==> src/rtl/bslp_pkg.sv <==
`default_nettype none

package bslp_pkg;

  localparam int DEF_NUM_BUTTONS = 3;
  localparam int DEF_COUNT_WIDTH = 16;
  localparam int QUEUE_DEPTH     = 2;

  localparam int CONFIRM_W  = 8;
  localparam int THRESH_W   = 16;
  localparam int CFG_DATA_W = 16;
  localparam int CFG_ADDR_W = 2;

  localparam logic [CFG_ADDR_W-1:0] CFG_CONFIRM   = 2'd0;
  localparam logic [CFG_ADDR_W-1:0] CFG_SHORT_MIN = 2'd1;
  localparam logic [CFG_ADDR_W-1:0] CFG_LONG      = 2'd2;

  localparam logic [CONFIRM_W-1:0] RST_CONFIRM   = 8'd3;
  localparam logic [THRESH_W-1:0]  RST_SHORT_MIN = 16'd3;
  localparam logic [THRESH_W-1:0]  RST_LONG      = 16'd80;

  typedef struct packed {
    logic [CONFIRM_W-1:0] confirm_ticks;
    logic [THRESH_W-1:0]  short_min_ticks;
    logic [THRESH_W-1:0]  long_ticks;
  } cfg_t;

endpackage

`default_nettype wire

==> src/rtl/button_short_long_press_classifier.sv <==
`default_nettype none

// Debounces NUM_BUTTONS active-low buttons and reports short and long presses. Each input
// request is one sample tick; the block accepts one tick per clock cycle while its two-entry
// event queue has room, and every tick updates all buttons at once. The events a tick causes
// leave in button order, one per cycle through the output register while the receiver is
// ready, the last one of the tick marked with tlast; a tick with none produces no output
// request. The user must write the registers through the cfg port only while the block is
// idle; the block itself does not enforce this.
module button_short_long_press_classifier #(
  parameter int NUM_BUTTONS = bslp_pkg::DEF_NUM_BUTTONS,
  parameter int COUNT_WIDTH = bslp_pkg::DEF_COUNT_WIDTH,
  localparam int ID_W  = (NUM_BUTTONS > 1) ? $clog2(NUM_BUTTONS) : 1,
  localparam int IN_W  = ((NUM_BUTTONS + 7) / 8) * 8,
  localparam int OUT_W = ((ID_W + 1 + 7) / 8) * 8
) (
  input  wire logic                            clk,
  input  wire logic                            rst_n,
  input  wire logic                            in_tvalid,
  output logic                                 in_tready,
  input  wire logic [IN_W-1:0]                 in_tdata,   // raw_levels
  output logic                                 out_tvalid,
  input  wire logic                            out_tready,
  output logic [OUT_W-1:0]                     out_tdata,  // button_id, long_flag
  output logic                                 out_tlast,
  input  wire logic                            cfg_we,
  input  wire logic [bslp_pkg::CFG_ADDR_W-1:0] cfg_addr,
  input  wire logic [bslp_pkg::CFG_DATA_W-1:0] cfg_wdata
);

  bslp_pkg::cfg_t cfg_r, cfg_nxt;

  logic                   q_push, q_pop, q_full, q_valid;
  logic [NUM_BUTTONS-1:0] push_fire, push_long, q_fire, q_long;
  logic [ID_W-1:0]        out_id;
  logic                   out_long;

  always_comb begin
    cfg_nxt = cfg_r;
    if (cfg_we) begin
      unique case (cfg_addr)
        bslp_pkg::CFG_CONFIRM:   cfg_nxt.confirm_ticks   = cfg_wdata[bslp_pkg::CONFIRM_W-1:0];
        bslp_pkg::CFG_SHORT_MIN: cfg_nxt.short_min_ticks = cfg_wdata[bslp_pkg::THRESH_W-1:0];
        bslp_pkg::CFG_LONG:      cfg_nxt.long_ticks      = cfg_wdata[bslp_pkg::THRESH_W-1:0];
        default: ;
      endcase
    end
  end

  always_ff @(posedge clk) begin
    if (!rst_n) begin
      cfg_r.confirm_ticks   <= bslp_pkg::RST_CONFIRM;
      cfg_r.short_min_ticks <= bslp_pkg::RST_SHORT_MIN;
      cfg_r.long_ticks      <= bslp_pkg::RST_LONG;
    end else begin
      cfg_r <= cfg_nxt;
    end
  end

  bslp_front #(
    .NUM_BUTTONS (NUM_BUTTONS),
    .COUNT_WIDTH (COUNT_WIDTH)
  ) u_front (
    .clk       (clk),
    .rst_n     (rst_n),
    .cfg       (cfg_r),
    .in_valid  (in_tvalid),
    .in_levels (in_tdata[NUM_BUTTONS-1:0]),
    .in_ready  (in_tready),
    .q_full    (q_full),
    .push      (q_push),
    .push_fire (push_fire),
    .push_long (push_long)
  );

  bslp_queue #(
    .WIDTH (2 * NUM_BUTTONS),
    .DEPTH (bslp_pkg::QUEUE_DEPTH)
  ) u_queue (
    .clk       (clk),
    .rst_n     (rst_n),
    .push      (q_push),
    .wr_data   ({push_long, push_fire}),
    .pop       (q_pop),
    .rd_data   ({q_long, q_fire}),
    .full      (q_full),
    .not_empty (q_valid)
  );

  bslp_back #(
    .NUM_BUTTONS (NUM_BUTTONS),
    .ID_W        (ID_W)
  ) u_back (
    .clk       (clk),
    .rst_n     (rst_n),
    .q_valid   (q_valid),
    .q_fire    (q_fire),
    .q_long    (q_long),
    .q_pop     (q_pop),
    .out_valid (out_tvalid),
    .out_ready (out_tready),
    .out_id    (out_id),
    .out_long  (out_long),
    .out_last  (out_tlast)
  );

  assign out_tdata = OUT_W'({out_long, out_id});

`ifndef SYNTH
  a_no_push_when_full: assert property (@(posedge clk) disable iff (!rst_n)
    q_push |-> !q_full)
    else $error("event pushed into a full queue");

  a_run_continues: assert property (@(posedge clk) disable iff (!rst_n)
    (out_tvalid && out_tready && !out_tlast) |=> out_tvalid)
    else $error("events of one tick were split by a gap");

  a_id_in_range: assert property (@(posedge clk) disable iff (!rst_n)
    out_tvalid |-> (out_id < ID_W'(NUM_BUTTONS)) || (NUM_BUTTONS == (1 << ID_W)))
    else $error("button id out of range");
`endif

endmodule

`default_nettype wire

==> src/rtl/bslp_front.sv <==
`default_nettype none

module bslp_front #(
  parameter int NUM_BUTTONS = bslp_pkg::DEF_NUM_BUTTONS,
  parameter int COUNT_WIDTH = bslp_pkg::DEF_COUNT_WIDTH
) (
  input  wire logic                   clk,
  input  wire logic                   rst_n,
  input  wire bslp_pkg::cfg_t         cfg,
  input  wire logic                   in_valid,
  input  wire logic [NUM_BUTTONS-1:0] in_levels,
  output logic                        in_ready,
  input  wire logic                   q_full,
  output logic                        push,
  output logic [NUM_BUTTONS-1:0]      push_fire,
  output logic [NUM_BUTTONS-1:0]      push_long
);

  localparam int CMP_W = (COUNT_WIDTH > bslp_pkg::THRESH_W) ? COUNT_WIDTH : bslp_pkg::THRESH_W;

  localparam logic [1:0] PH_IDLE    = 2'd0;
  localparam logic [1:0] PH_CONFIRM = 2'd1;
  localparam logic [1:0] PH_DOWN    = 2'd2;

  logic                        accept;
  wire logic [NUM_BUTTONS-1:0] fire;
  wire logic [NUM_BUTTONS-1:0] kind;

  assign in_ready  = !q_full;
  assign accept    = in_valid && in_ready;
  assign push      = accept && (|fire);
  assign push_fire = fire;
  assign push_long = kind;

  for (genvar b = 0; b < NUM_BUTTONS; b++) begin : g_lane
    logic [1:0]             phase_r, phase_nxt;
    logic [COUNT_WIDTH-1:0] hold_r, hold_nxt, hold_inc;
    logic                   sent_r, sent_nxt;
    logic [CMP_W-1:0]       hold_ext;
    logic                   pressed;
    logic                   fire_l, kind_l;

    assign pressed  = !in_levels[b];
    assign hold_inc = (&hold_r) ? hold_r : hold_r + 1'b1;
    assign hold_ext = CMP_W'(hold_inc);
    assign fire[b]  = fire_l;
    assign kind[b]  = kind_l;

    always_comb begin
      phase_nxt = phase_r;
      hold_nxt  = hold_r;
      sent_nxt  = sent_r;
      fire_l    = 1'b0;
      kind_l    = 1'b0;
      if (accept) begin
        unique case (phase_r)
          PH_CONFIRM: begin
            hold_nxt = hold_inc;
            if (hold_ext >= CMP_W'(cfg.confirm_ticks)) begin
              if (pressed) begin
                phase_nxt = PH_DOWN;
              end else begin
                phase_nxt = PH_IDLE;
                hold_nxt  = '0;
              end
            end
          end
          PH_DOWN: begin
            hold_nxt = hold_inc;
            if (pressed) begin
              if (!sent_r && (hold_ext >= CMP_W'(cfg.long_ticks))) begin
                fire_l   = 1'b1;
                kind_l   = 1'b1;
                sent_nxt = 1'b1;
              end
            end else begin
              if (!sent_r && (hold_ext >= CMP_W'(cfg.short_min_ticks))) begin
                fire_l = 1'b1;
              end
              phase_nxt = PH_IDLE;
              sent_nxt  = 1'b0;
            end
          end
          default: begin
            phase_nxt = PH_IDLE;
            if (pressed) begin
              phase_nxt = PH_CONFIRM;
              hold_nxt  = '0;
              sent_nxt  = 1'b0;
            end
          end
        endcase
      end
    end

    always_ff @(posedge clk) begin
      if (!rst_n) begin
        phase_r <= PH_IDLE;
        hold_r  <= '0;
        sent_r  <= 1'b0;
      end else begin
        phase_r <= phase_nxt;
        hold_r  <= hold_nxt;
        sent_r  <= sent_nxt;
      end
    end
  end

endmodule

`default_nettype wire

==> src/rtl/bslp_queue.sv <==
`default_nettype none

module bslp_queue #(
  parameter int WIDTH = 2,
  parameter int DEPTH = bslp_pkg::QUEUE_DEPTH
) (
  input  wire logic             clk,
  input  wire logic             rst_n,
  input  wire logic             push,
  input  wire logic [WIDTH-1:0] wr_data,
  input  wire logic             pop,
  output logic [WIDTH-1:0]      rd_data,
  output logic                  full,
  output logic                  not_empty
);

  localparam int PTR_W = (DEPTH > 1) ? $clog2(DEPTH) : 1;
  localparam int CNT_W = $clog2(DEPTH + 1);

  logic [WIDTH-1:0] entry_r [DEPTH];
  logic [PTR_W-1:0] wr_ptr_r, wr_ptr_nxt, rd_ptr_r, rd_ptr_nxt;
  logic [CNT_W-1:0] count_r, count_nxt;
  logic             do_push, do_pop;

  assign full      = (count_r == CNT_W'(DEPTH));
  assign not_empty = (count_r != '0);
  assign do_push   = push && !full;
  assign do_pop    = pop && not_empty;
  assign rd_data   = entry_r[rd_ptr_r];

  always_comb begin
    wr_ptr_nxt = wr_ptr_r;
    rd_ptr_nxt = rd_ptr_r;
    count_nxt  = count_r;
    if (do_push) begin
      wr_ptr_nxt = (wr_ptr_r == PTR_W'(DEPTH - 1)) ? '0 : wr_ptr_r + 1'b1;
    end
    if (do_pop) begin
      rd_ptr_nxt = (rd_ptr_r == PTR_W'(DEPTH - 1)) ? '0 : rd_ptr_r + 1'b1;
    end
    if (do_push && !do_pop) begin
      count_nxt = count_r + 1'b1;
    end else if (do_pop && !do_push) begin
      count_nxt = count_r - 1'b1;
    end
  end

  always_ff @(posedge clk) begin
    if (!rst_n) begin
      wr_ptr_r <= '0;
      rd_ptr_r <= '0;
      count_r  <= '0;
    end else begin
      wr_ptr_r <= wr_ptr_nxt;
      rd_ptr_r <= rd_ptr_nxt;
      count_r  <= count_nxt;
    end
  end

  always_ff @(posedge clk) begin
    if (do_push) begin
      entry_r[wr_ptr_r] <= wr_data;
    end
  end

endmodule

`default_nettype wire

==> src/rtl/bslp_back.sv <==
`default_nettype none

module bslp_back #(
  parameter int NUM_BUTTONS = bslp_pkg::DEF_NUM_BUTTONS,
  parameter int ID_W        = 2
) (
  input  wire logic                   clk,
  input  wire logic                   rst_n,
  input  wire logic                   q_valid,
  input  wire logic [NUM_BUTTONS-1:0] q_fire,
  input  wire logic [NUM_BUTTONS-1:0] q_long,
  output logic                        q_pop,
  output logic                        out_valid,
  input  wire logic                   out_ready,
  output logic [ID_W-1:0]             out_id,
  output logic                        out_long,
  output logic                        out_last
);

  logic [NUM_BUTTONS-1:0] cur_fire_r, cur_fire_nxt;
  logic [NUM_BUTTONS-1:0] cur_long_r, cur_long_nxt;
  logic                   out_valid_r, out_valid_nxt;
  logic [ID_W-1:0]        out_id_r, sel_idx;
  logic                   out_long_r, out_last_r;
  logic [NUM_BUTTONS-1:0] sel_hot, rem;
  logic                   out_free, emit;

  always_comb begin
    sel_idx = '0;
    for (int i = NUM_BUTTONS - 1; i >= 0; i--) begin
      if (cur_fire_r[i]) begin
        sel_idx = ID_W'(i);
      end
    end
  end

  assign sel_hot  = cur_fire_r & (~cur_fire_r + 1'b1);
  assign out_free = !out_valid_r || out_ready;
  assign emit     = out_free && (|cur_fire_r);
  assign rem      = emit ? (cur_fire_r & ~sel_hot) : cur_fire_r;
  assign q_pop    = q_valid && (rem == '0);

  always_comb begin
    cur_fire_nxt  = rem;
    cur_long_nxt  = cur_long_r;
    if (q_pop) begin
      cur_fire_nxt = q_fire;
      cur_long_nxt = q_long;
    end
    out_valid_nxt = out_valid_r && !out_ready;
    if (emit) begin
      out_valid_nxt = 1'b1;
    end
  end

  always_ff @(posedge clk) begin
    if (!rst_n) begin
      cur_fire_r  <= '0;
      out_valid_r <= 1'b0;
    end else begin
      cur_fire_r  <= cur_fire_nxt;
      out_valid_r <= out_valid_nxt;
    end
  end

  always_ff @(posedge clk) begin
    cur_long_r <= cur_long_nxt;
    if (emit) begin
      out_id_r   <= sel_idx;
      out_long_r <= |(cur_long_r & sel_hot);
      out_last_r <= ((cur_fire_r & ~sel_hot) == '0);
    end
  end

  assign out_valid = out_valid_r;
  assign out_id    = out_id_r;
  assign out_long  = out_long_r;
  assign out_last  = out_last_r;

endmodule

`default_nettype wire

==> config.mk <==
export PLATFORM = sky130hd
export DESIGN_NAME = button_short_long_press_classifier
export DESIGN_NICKNAME = d
export VERILOG_FILES = /design/src/rtl/bslp_pkg.sv /design/src/rtl/button_short_long_press_classifier.sv /design/src/rtl/bslp_front.sv /design/src/rtl/bslp_queue.sv /design/src/rtl/bslp_back.sv
export SDC_FILE = /design/constraint.sdc
export NUM_CORES = 1
export LEC_CHECK = 0
export BUFFER_PORTS_ARGS = -buffer_cell sky130_fd_sc_hd__buf_2
export CAP_MARGIN = 0
export CELL_PAD_IN_SITES_DETAIL_PLACEMENT = 2
export CELL_PAD_IN_SITES_GLOBAL_PLACEMENT = 2
export CORE_MARGIN = 2
export CORE_UTILIZATION = 36
export DETAILED_ROUTE_END_ITERATION = 6
export PLACE_DENSITY = 0.72
export SLEW_MARGIN = 20
export SYNTH_ARGS = -nofsm -noshare
export SYNTH_HDL_FRONTEND = slang
export SYNTH_SLANG_ARGS = --single-unit
==> constraint.sdc <==
create_clock -name clk -period 7.4 [get_ports clk]
set_clock_uncertainty 0.2 [all_clocks]
set_input_delay 0.37 -clock clk [delete_from_list [all_inputs] [get_ports clk]]
set_output_delay 0.37 -clock clk [all_outputs]
set_load 0.01 [all_outputs]
==> Flow_metrics.wiki, run 1 <==
{| class="wikitable"
! Metric !! Value
|-
| Result of the run || finished, final reports clean
|-
| Initial core utilization || 36.69%
|-
| Detailed Route Iter0 Violations || 350
|-
| Area of all sequential standard cells || 0.002693 mm2
|-
| Setup TNS || 0 ns
|-
| Worst-case clock buffer depth || 2
|-
| Total power after layout || 1.981 mW
|-
| Met3 capacity usage during global routing || 3.493%
|-
| Number of gates resized after cts || 0
|-
| Critical Path End Type || register
|-
| Die area || 0.02606 mm2
|-
| Design internal power || 1.331 mW
|-
| Depth of the worst register-to-register path || 17
|-
| P per Cell Area || 196.5 mW/mm2
|-
| Synth area leader || dfxtp_1
|-
| Most common cell after layout, fill and taps aside || nand2_1
|-
| Most frequent cells in the layout || 133 x nand2_1, 130 x ha_1, 106 x dfxtp_1
|-
| Length of the first detailed-routing pass in iterations || 4
|-
| Normalized max-slew margin || 30.43%
|-
| Clock Pin Slew Worst Setup and Hold Paths || 0.08 ns
|-
| DIE HEIGHT || 161.4 um
|-
| Routed Antenna Nets || 0
|-
| Cell mode on critical path || ha_1
|-
| Area share of xor/xnor cells in the synthesized design || 2.454%
|-
| Number of antenna violations at the first check in global routing || 0
|-
| Count of hold-fix buffers inserted at cts || 11
|-
| Longest individual stage delay on the worst path || 0.61 ns
|-
| Portion of netlist area occupied by mux cells || 2.917%
|-
| Share of synthesized flip-flops with an asynchronous set or reset || 0%
|-
| Worst EP required || 7.58 ns
|-
| Maximum number of pins on one net before global-route repair || 36
|-
| Net switching power || 0.6504 mW
|-
| Placer congestion estimate || 0.8431
|-
| Total via count after detailed routing || 8066
|-
| Non-filler instance count after layout || 1428
|-
| Combinational cell fraction of total power || 16.1%
|-
| Fraction of power spent switching nets || 32.83%
|-
| Ratio of final minimum period to clock period || 76.32%
|-
| Fraction of the mapped netlist area in simple logic gates || 22.54%
|-
| Worst setup path endpoint || u_queue.count_r[1]
|-
| Area growth from synthesis to layout || 12.99%
|-
| Complex-gate fraction of the synthesized area || 18.93%
|-
| RR Endpoint || u_queue.count_r[1]
|-
| Actual transition at the worst max-transition pin || 1.039 ns
|-
| Area taken by multi-input logic gates || 0.005836 mm2
|-
| Number of maximum-capacitance constraint violations || 0
|-
| Clock Sinks || 125
|-
| R2R setup slack || 1.75 ns
|-
| Cell Count Post-Placement || 1385
|-
| Avg Inst Size Synth || 8.433 um2
|-
| Total clock buffers created by CTS || 17
|-
| TritonCTS clock tree || built
|-
| Final nets || 1252
|-
| RSZ-0062 raised after global routing || no
|-
| Via-per-instance ratio || 5.648
|-
| Diode count || 0
|-
| Number of standard cells after synthesis || 1058
|-
| Leftover overflow at the end of global routing || 0
|-
| Met2 GRT Util || 44.11%
|-
| Number of flip-flops and latches in the synthesized netlist || 125
|-
| Number of distinct standard cells referenced by the synthesized netlist || 68
|-
| Share of cells above drive strength 1 || 9.511%
|-
| WL final || 32150 um
|-
| GR met1 Demand/Resource || 32.47%
|-
| Worst-path fanout max || 7
|-
| Max-slew violation total from the final report || 0
|-
| Port buffer count || 31
|-
| Post-synth design cell area || 0.008922 mm2
|-
| Post-detailed-route DRC marker count || 0
|-
| Startpoint type of the worst setup path || register
|-
| Post-detail-place hpwl || 23380 um
|-
| RR Startpoint || u_front.g_lane[1].hold_r[0]
|-
| Leakage component of the power || 4.465 nW
|-
| Routed wire per std cell || 22.51 um
|-
| H-tree depth || 4
|-
| Sequential area share after synthesis || 30.18%
|-
| Hold Path Class || input port to register
|-
| Post-CTS repair timing setup buffer count || 0
|-
| Adder and majority cell fraction of the synthesized area || 18.23%
|-
| Wire length of the first global-routing pass || 49920 um
|-
| Top flip-flop cell by instance count after synthesis || dfxtp_1
|-
| Achievable clock frequency || 177.1 MHz
|-
| Endpoint arrival time on the critical path || 5.83 ns
|-
| Setup violators final || 0
|-
| Final period demand of the worst path || 5.647 ns
|-
| Top Ports || 42
|-
| Final Hold Fails || 0
|-
| Critical path class || register to register
|-
| Horizontal die dimension || 161.4 um
|-
| Global-route layer with the greatest usage || met2
|-
| Cell row count || 57
|-
| Clock network fraction of design power || 45.1%
|-
| Worst setup path startpoint || u_front.g_lane[1].hold_r[0]
|-
| Max rail drop VDD || 0.1279 mV
|-
| Dominant combinational cell family by area after synthesis || simple AND/OR/NAND/NOR gates
|-
| EDFF count, synth || 19
|-
| Clock insertion delay at the later pin of the skew report || 0.45 ns
|-
| Floorplan Core Area || 0.02432 mm2
|-
| Top-area cell type share of the netlist area || 23.78%
|-
| CTS Root Cell || clkbuf_16
|-
| Via count of the first global-routing pass || 8598
|-
| Fill cell count || 2732
|-
| Cells along the critical path || ha_1, nand2_1, nor2_1, nand2_1, and3_1, xor2_1, ha_1, and4_1, a2111oi_0, o21ai_0, a21oi_1, nor2_1, o221ai_1, nand3_1, ha_1, or3_1, a21oi_1
|-
| Synth warnings || 0
|-
| Slowest library cell on the worst path || o221ai_1
|-
| Top post-synthesis cells by area || dfxtp_1 24%, ha_1 18%, edfxtp_1 6.4%, nand2_1 5.6%, a21oi_1 5.1%
|-
| Reg power frac || 38.8%
|-
| Global-route usage over all layers || 25.33%
|-
| Final Hold Slack || 0.01677 ns
|}
[worst min-delay path by stage]
| stage | slack, ns | end | depth (start not counted) | start |
|---|---|---|---|---|
| finish | 0.02 | cfg_r[14] | 3 | cfg_wdata[14] |
| global route | 0.03 | cfg_r[14] | 3 | cfg_wdata[14] |
| CTS | 0.007 | cfg_r[23] | 3 | cfg_wdata[7] |
| detailed placement | 0.25 | cfg_r[2] | 2 | cfg_r[2] |
| global placement | 0.24 | cfg_r[2] | 2 | cfg_r[2] |
| floorplan | 0.24 | cfg_r[10] | 2 | cfg_r[10] |
[cell families after synthesis]
kind of cell,Yosys count
buffers and inverters,101
multiplexers,25
XOR/XNOR,25
other,1
AND/OR/NAND/NOR,395
flip-flops,125
adder cells (fa/ha/maj),130
AO/OA/AOI/OAI,256
[power groups by stage]
stage / combinational, mW / clock [mW] / sequential, mW
4_1_cts: 0.320 / 0.919 / 0.770
5_1_grt: 0.352 / 0.938 / 0.775
3_5_place_dp: 0.310 / 0 / 0.784
3_3_place_gp: 0.300 / 0 / 0.781
6_report: 0.318 / 0.894 / 0.769
2_1_floorplan: 0.211 / 0 / 0.768
[synth_stat cells, drive strengths merged, types with 7 or more instances]
library cell and instances:
nand2b 21, inv 65, edfxtp 19, nor2b 14
xor2 13, nor4 14, a31oi 10, a21oi 92
xnor2 12, o21a 7, a21o 36, dfxtp 106
nor3 24, mux2i 17, or3 7, nor2 77
clkbuf 21, nand3 31, o211ai 7, nor3b 9
nand4 27, and2 8, ha 130, a22o 28
mux2 8, nand2 133, buf 15, and3 9
o21ai 40
[area by class of cell]
cell class | count | share of cell area, %
well taps | 324 | 4.021
flip-flops and latches | 125 | 26.71
multi-input cells | 836 | 57.89
clock inverters | 14 | 1.564
inverters | 65 | 2.420
repair buffers | 46 | 2.929
clock buffers | 18 | 4.468
[metrics by stage]
stage,setup WS [ns],util (%),area (um2)
2_1_floorplan,3.281,-,8937
3_3_place_gp,2.208,38.50,9363
3_5_place_dp,1.946,38.50,9363
4_1_cts,1.673,41.45,10080
5_1_grt,1.365,41.45,10080
6_report,1.753,41.45,10080
[state kept, by name (all words and copies together) (netlist names), 2 cells and up, named ones only]
| signal | count |
|---|---|
| u_back.cur_long_r | 3 |
| u_front.g_lane.hold_r | 48 |
| u_back.cur_fire_r | 3 |
| cfg_r | 40 |
| u_queue.entry_r | 12 |
| u_front.g_lane.sent_r | 3 |
| u_queue.count_r | 2 |
| u_back.out_id | 2 |
| u_front.g_lane.phase_r | 6 |
[layer usage]
| metal | up-vias | share of wire [%] |
|---|---|---|
| met2 | 124 | 49 |
| met4 | 0 | 2.3 |
| met3 | 33 | 4.9 |
| met1 | 4021 | 44 |
| li1 | 3888 | - |
| met5 | - | 0 |
[worst max-delay path, delay by kind of cell (launching register included)]
kind                     cells  cell delay (ns)
XOR/XNOR                     1             0.36
AND/OR/NAND/NOR              8             1.96
flip-flops                   1             0.45
AO/OA/AOI/OAI                5             1.67
adder cells (fa/ha/maj)      3             0.96
(Power assumes the default switching activity.)
==> run 2: changes to the inputs <==
Clock period 7.4 ns to 5.35 ns, I/O delays scaled along.
==> run 2 against run 1 <==
Total power increased by 39%. Core utilization increased by 0.93 points. Die area unchanged. Combinational power increased by 42%. Critical path type unchanged.
==> Flow_metrics.wiki, run 2 (synthesis gave the netlist of run 1 again) <==
{| class="wikitable"
! Metric !! Value
|-
| Result of the run || finished, final reports clean
|-
| Final nets || 1277 (+2.0%)
|-
| Worst-case clock buffer depth || 2 (unchanged)
|-
| Registers with the most flip-flops || u_front.g_lane.hold_r: 48 flops, cfg_r: 40 flops, u_queue.entry_r: 12 flops
|-
| Cell row count || 57 (unchanged)
|-
| Post-detail-place hpwl || 23670 um (+1.3%)
|-
| CP Depth || 17 (unchanged)
|-
| Cell mode on critical path || ha_1
|-
| Placer congestion estimate || 0.8494 (+0.75%)
|-
| Fill cell count || 2716 (-0.59%)
|-
| Total via count after detailed routing || 8191 (+1.5%)
|-
| Depth of the worst register-to-register path || 17 (unchanged)
|-
| R2R setup slack || 0.65 ns (-1.11 ns)
|-
| Clock Sinks || 125 (unchanged)
|-
| Critical path class || register to register
|-
| Wire length of the first global-routing pass || 50490 um (+1.1%)
|-
| Normalized max-slew margin || 28.19% (-2.2 points)
|-
| Startpoint type of the worst setup path || register
|-
| Number of flip-flops under the largest register name || 48 (unchanged)
|-
| Final Hold Slack || 0.04836 ns (+0.03159 ns)
|-
| Routed wire per std cell || 22.16 um (-1.6%)
|-
| TritonCTS clock tree || built
|-
| Floorplan Core Area || 0.02432 mm2 (unchanged)
|-
| Worst setup path startpoint || u_front.g_lane[0].hold_r[0]
|-
| Cell family with most CP delay || simple AND/OR/NAND/NOR gates
|-
| Total power after layout || 2.753 mW (+39%)
|-
| Max rail drop VDD || 0.1571 mV (+23%)
|-
| DIE HEIGHT || 161.4 um (unchanged)
|-
| Initial core utilization || 36.69% (unchanged)
|-
| Via count of the first global-routing pass || 8812 (+2.5%)
|-
| Post-CTS repair timing setup buffer count || 0 (unchanged)
|-
| Number of antenna violations at the first check in global routing || 0 (unchanged)
|-
| Area growth from synthesis to layout || 15.51%
|-
| Leftover overflow at the end of global routing || 0 (unchanged)
|-
| Diode count || 0 (unchanged)
|-
| Total clock buffers created by CTS || 17 (unchanged)
|-
| Worst-path fanout max || 5 (-2)
|-
| RR Startpoint || u_front.g_lane[0].hold_r[0]
|-
| Setup TNS || 0 ns (unchanged)
|-
| Final design instance area without fill || 0.01031 mm2 (+2.2%)
|-
| Register with the most flip-flops || u_front.g_lane.hold_r
|-
| Top Ports || 42 (unchanged)
|-
| Most common cell after layout, fill and taps aside || nand2_1
|-
| Final Hold Fails || 0 (unchanged)
|-
| Detailed Route Iter0 Violations || 411 (+17%)
|-
| Actual transition at the worst max-transition pin || 1.072 ns (+0.03343 ns)
|-
| Clock Pin Slew Worst Setup and Hold Paths || 0.08 ns (about the same)
|-
| Final period demand of the worst path || 4.704 ns (-0.9436 ns)
|-
| Clock insertion delay at the later pin of the skew report || 0.44 ns (about the same)
|-
| Most frequent cells in the layout || 133 x nand2_1, 130 x ha_1, 106 x dfxtp_1
|-
| Placed cell areas || 0.009483 mm2 (+1.3%)
|-
| Cells along the critical path || ha_1, nand2_1, nor2_1, nand3_1, nand2b_1, nor2_1, xor2_1, ha_1, a21oi_1, o21ai_0, a221oi_1, o211ai_1, o2111ai_2, nand3_1, ha_1, or3_1, a21oi_1
|-
| WL final || 32200 um (+0.17%)
|-
| Global-route usage over all layers || 25.45% (+0.12 points)
|-
| Worst setup path endpoint || u_queue.count_r[1]
|-
| Setup violators final || 0 (unchanged)
|-
| Ratio of final minimum period to clock period || 87.92% (+12 points)
|-
| Slowest library cell on the worst path || dfxtp_1
|-
| Post-detailed-route DRC marker count || 0 (unchanged)
|-
| P per Cell Area || 267.1 mW/mm2 (+36%)
|-
| H-tree depth || 4 (unchanged)
|-
| Via-per-instance ratio || 5.637 (-0.20%)
|-
| Longest individual stage delay on the worst path || 0.43 ns (-0.18 ns)
|-
| Horizontal die dimension || 161.4 um (unchanged)
|-
| Endpoint arrival time on the critical path || 4.88 ns (-0.95 ns)
|-
| Maximum number of pins on one net before global-route repair || 30 (-17%)
|-
| RR Endpoint || u_queue.count_r[1]
|-
| Port buffer count || 31 (unchanged)
|-
| Number of maximum-capacitance constraint violations || 0 (unchanged)
|-
| Routed Antenna Nets || 0 (unchanged)
|-
| Leakage component of the power || 4.576 nW (+2.5%)
|-
| Length of the first detailed-routing pass in iterations || 5 (+1)
|-
| Cells on Worst Hold Path || 3 (unchanged)
|-
| CTS Root Cell || clkbuf_16
|-
| Hold Path Class || input port to register
|-
| Critical Path End Type || register
|-
| Worst EP required || 5.52 ns (-2.06 ns)
|-
| Die area || 0.02606 mm2 (unchanged)
|-
| Max-slew violation total from the final report || 0 (unchanged)
|-
| Share of cells above drive strength 1 || 10.81% (+1.3 points)
|-
| RSZ-0062 raised after global routing || no
|-
| Achievable clock frequency || 212.6 MHz (+20%)
|-
| Buffers & Inverters on Critical Path || 0 (unchanged)
|}
==> run 2: changes by cell type in the layout (fill, tap and decap cells not counted) <==
| cell | previous run | this run |
|---|---|---|
| buf_4 | 4 | 20 |
| clkinv_4 | 2 | 1 |
| clkinv_8 | 2 | 4 |
| clkinvlp_4 | 0 | 1 |
| dlygate4sd3_1 | 11 | 20 |
| inv_8 | 8 | 6 |
| o2111ai_1 | 2 | 1 |
| o2111ai_2 | 0 | 1 |
==> run 2: metrics by stage <==
step	instances	worst slack, ns	utilization (%)
detailed placement	1401	0.4519	38.99
global placement	1401	0.6922	38.99
floorplan	1062	1.231	-
global route	1453	0.1674	42.38
finish	1453	0.6462	42.38
CTS	1453	0.4272	42.35
==> run 2: power breakdown <==
part,total (mW),switching (mW),internal [mW]
combinational,0.451,0.279,0.172
clock,1.24,0.579,0.659
sequential,1.06,0.0459,1.02
==> run 2: worst min path at each step <==
stage	from	endpoint	slack (ns)
final	in_tdata[1]	u_front.g_lane[1].phase_r[0]	0.05
after global routing	in_tdata[1]	u_front.g_lane[1].phase_r[0]	0.11
after CTS	in_tdata[1]	u_front.g_lane[1].phase_r[0]	0.03
after detailed placement	cfg_r[5]	cfg_r[5]	0.25
after global placement	cfg_r[18]	cfg_r[18]	0.24
after floorplan	cfg_wdata[0]	cfg_r[16]	0.19
==> run 2: repair_timing <==
| item | 4_1_cts | 5_1_grt |
|---|---|---|
| hold buffers | 20 | 0 |
| setup endpoints to repair | 0 | 1 |
| hold endpoints to repair | 42 | 0 |
| gates resized for setup | 0 | 1 |
==> run 2: worst register-to-register path, delay by kind of cell (launching register included) <==
kind	cells	cell delay (ns)
and+or+nand+nor	7	1.43
AOI/OAI and AO/OA	6	1.31
adders and majority gates	3	0.96
DFF	1	0.43
xor gates and xnor gates	1	0.32
==> run 2: layout make-up <==
| cell class | count | area [um2] | area share [%] |
|---|---|---|---|
| clock buffer | 18 | 450.4 | 4.371 |
| clock inverter | 14 | 166.4 | 1.615 |
| inverter | 65 | 244.0 | 2.367 |
| multi-input combinational | 836 | 5842 | 56.68 |
| sequential | 125 | 2693 | 26.13 |
| tap | 324 | 405.4 | 3.933 |
| timing repair buffer | 71 | 505.5 | 4.905 |
==> run 2: layer usage <==
metal	share of wire, %	global-route usage (%)
met1	45	32.39
met4	2.9	9.334
met2	48	43.69
met3	3.5	3.724
met5	0	0
==> run 3: changes to the inputs <==
Settings changed: CORE_UTILIZATION 36 to 35, CTS_CLUSTER_SIZE set to 8, PLACE_DENSITY 0.72 to 0.73.
Clock period 5.35 ns to 4 ns, I/O delays scaled along.
==> run 3 against run 2 <==
The run now ends with setup timing left. Non-clock buffer count increased by 106. Flip-flop and latch count unchanged. Largest power group unchanged. Critical path depth decreased by 3. Via count increased by 7.8%. Clock power increased by 34%. Global-route usage increased by 0.75 points.
==> Flow_metrics.wiki, run 3 (synthesis gave the netlist of run 1 again) <==
{| class="wikitable"
! Metric !! Value
|-
| Critical path class || register to register
|-
| Die area || 0.02679 mm2 (+2.8%)
|-
| Leftover overflow at the end of global routing || 0 (unchanged)
|-
| Wire length of the first global-routing pass || 52850 um (+4.7%)
|-
| Total via count after detailed routing || 8829 (+7.8%)
|-
| Top Ports || 42 (unchanged)
|-
| Slowest library cell on the worst path || dfxtp_1
|-
| Most common cell after layout, fill and taps aside || ha_1
|-
| Endpoint arrival time on the critical path || 4.30 ns (-0.58 ns)
|-
| Global-route usage over all layers || 26.20% (+0.75 points)
|-
| RSZ-0062 raised after global routing || yes
|-
| Port buffer count || 31 (unchanged)
|-
| Number of antenna violations at the first check in global routing || 0 (unchanged)
|-
| Setup violators final || 3 (+3)
|-
| Hold Path Class || input port to register
|-
| Achievable clock frequency || 241.9 MHz (+14%)
|-
| Area of all sequential standard cells || 0.002718 mm2 (+0.93%)
|-
| Length of the first detailed-routing pass in iterations || 5 (unchanged)
|-
| Detailed Route Iter0 Violations || 362 (-12%)
|-
| Max-slew violation total from the final report || 0 (unchanged)
|-
| Design internal power || 2.443 mW (+32%)
|-
| Normalized max-slew margin || 36.55% (+8.4 points)
|-
| Floorplan Core Area || 0.02511 mm2 (+3.2%)
|-
| Total power after layout || 3.678 mW (+34%)
|-
| WL final || 36580 um (+14%)
|-
| Cells along the critical path || nand3_4, nor4_4, mux2i_1, inv_1, ha_1, a21o_1, a21o_1, a221oi_2, o211ai_1, o2111ai_2, nand3_1, ha_1, or3_1, a21oi_1
|-
| Maximum number of pins on one net before global-route repair || 49 (+63%)
|-
| Leakage component of the power || 5.393 nW (+18%)
|-
| Worst EP required || 4.16 ns (-1.36 ns)
|-
| Critical Path End Type || register
|-
| Area taken by multi-input logic gates || 0.006341 mm2 (+8.5%)
|-
| Min setup slack post-route || -0.1336 ns (-0.7798 ns)
|-
| Placer congestion estimate || 0.8491 (about the same)
|-
| Reg power frac || 38.5% (about the same)
|-
| Via-per-instance ratio || 5.642 (about the same)
|-
| Max rail drop VDD || 0.2269 mV (+44%)
|-
| Worst-case clock buffer depth || 2 (unchanged)
|-
| Cell row count || 58 (+1.8%)
|-
| Post-detail-place hpwl || 24930 um (+5.3%)
|-
| Number of flip-flops under the largest register name || 48 (unchanged)
|-
| Routed Antenna Nets || 0 (unchanged)
|-
| Via count of the first global-routing pass || 9356 (+6.2%)
|-
| Clock network fraction of design power || 45.0% (about the same)
|-
| Actual transition at the worst max-transition pin || 0.9477 ns (-0.1247 ns)
|-
| Ratio of final minimum period to clock period || 103.3% (+15 points)
|-
| Final nets || 1383 (+8.3%)
|-
| Diode count || 0 (unchanged)
|-
| Total clock buffers created by CTS || 17 (unchanged)
|-
| Register with the most flip-flops || u_front.g_lane.hold_r
|-
| Initial core utilization || 35.53% (-1.2 points)
|-
| Startpoint type of the worst setup path || register
|-
| Combinational cell fraction of total power || 16.5% (about the same)
|-
| Most frequent cells in the layout || 126 x ha_1, 122 x nand2_1, 122 x buf_4
|-
| P per Cell Area || 315.7 mW/mm2 (+18%)
|-
| Longest individual stage delay on the worst path || 0.41 ns (-0.02 ns)
|-
| Clock Pin Slew Worst Setup and Hold Paths || 0.07 ns (about the same)
|-
| Clock insertion delay at the later pin of the skew report || 0.45 ns (about the same)
|-
| Fill cell count || 2743 (+0.99%)
|-
| Final Hold Fails || 0 (unchanged)
|-
| Non-filler instance count after layout || 1565 (+7.7%)
|-
| Worst-path fanout max || 3 (-2)
|-
| Horizontal die dimension || 163.7 um (+1.4%)
|-
| Routed wire per std cell || 23.37 um (+5.5%)
|-
| CTS Root Cell || clkbuf_16
|-
| Violations in the final reports || setup timing
|-
| Share of cells above drive strength 1 || 25.34% (+15 points)
|-
| Fraction of power spent switching nets || 33.58% (+0.74 points)
|-
| DIE HEIGHT || 163.7 um (+1.4%)
|-
| Registers with the most flip-flops || u_front.g_lane.hold_r: 48 flops, cfg_r: 40 flops, u_queue.entry_r: 12 flops
|-
| Cell Count Post-Placement || 1487 (+6.1%)
|-
| Result of the run || finished with violations
|-
| TritonCTS clock tree || built
|-
| Number of maximum-capacitance constraint violations || 0 (unchanged)
|-
| Area growth from synthesis to layout || 30.56%
|-
| Final period demand of the worst path || 4.134 ns (-0.5702 ns)
|-
| Post-detailed-route DRC marker count || 0 (unchanged)
|-
| Clock Sinks || 125 (unchanged)
|-
| H-tree depth || 4 (unchanged)
|-
| Net switching power || 1.235 mW (+37%)
|}
## run 3: final timing paths
path,start,end,slack [ns],cells past startpoint
worst max-delay path,u_front.g_lane[0].hold_r[12],u_queue.count_r[1],-0.13,14
worst min-delay path,in_tdata[1],u_front.g_lane[1].phase_r[0],0.02,3
worst min register to register,cfg_r[2],cfg_r[2],0.26,2
worst max register to register,u_front.g_lane[0].hold_r[12],u_queue.count_r[1],-0.13,14
## run 3: through the flow
step	TNS, ns	instance area [um2]	hold WS [ns]	worst slack (ns)	utilization [%]
2_1_floorplan	0	8969	0.1240	0.01766	-
3_3_place_gp	0	10120	0.2417	0.05641	40.29
3_5_place_dp	-0.3651	10120	0.2516	-0.09174	40.29
4_1_cts	-0.07568	10980	0.003305	-0.07568	43.73
5_1_grt	-3.324	11650	0.02566	-0.2736	46.39
6_report	-0.1587	11650	0.01666	-0.1336	46.39
## run 3: what timing repair did
item | CTS | global route
hold buffers | 20 | 0
endpoints found under the setup margin | 19 | 51
buffers inserted | 0 | 26
hold endpoints to repair | 42 | 0
resized for setup | 10 | 111
pin swaps | 0 | 23
## run 3: layer usage
layer / vias up / share of wire [%] / GRT usage, % / wire [um]
li1: 4143 / - / - / -
met2: 180 / 51 / 45.99 / 18570
met4: 0 / 3.7 / 9.530 / 1364
met1: 4425 / 42 / 32.12 / 15410
met3: 81 / 3.4 / 4.342 / 1237
met5: - / 0 / 0 / 0
## run 3: worst max-delay path, delay by kind of cell, from the launching register on
family | cells | cell delay [ns]
AO/OA/AOI/OAI | 6 | 1.30
AND/OR/NAND/NOR | 4 | 0.99
adder cells (fa/ha/maj) | 2 | 0.64
flip-flops | 1 | 0.41
multiplexers | 1 | 0.36
buffers and inverters | 1 | 0.15
## run 3: cell type report
cell class,count,area share (%)
Clock buffer,17,3.652
Clock inverter,15,1.643
Multi-Input combinational cell,836,54.44
Tap cell,330,3.545
Inverter,65,2.095
Sequential cell,125,23.33
Timing Repair Buffer,177,11.30
## run 3: power by group through the flow
stage	Sequential [mW]	Combinational, mW	Clock (mW)
finish	1.42	0.606	1.66
global placement	1.44	0.539	0
detailed placement	1.45	0.564	0
floorplan	1.42	0.391	0
CTS	1.42	0.588	1.68
global route	1.43	0.664	1.72
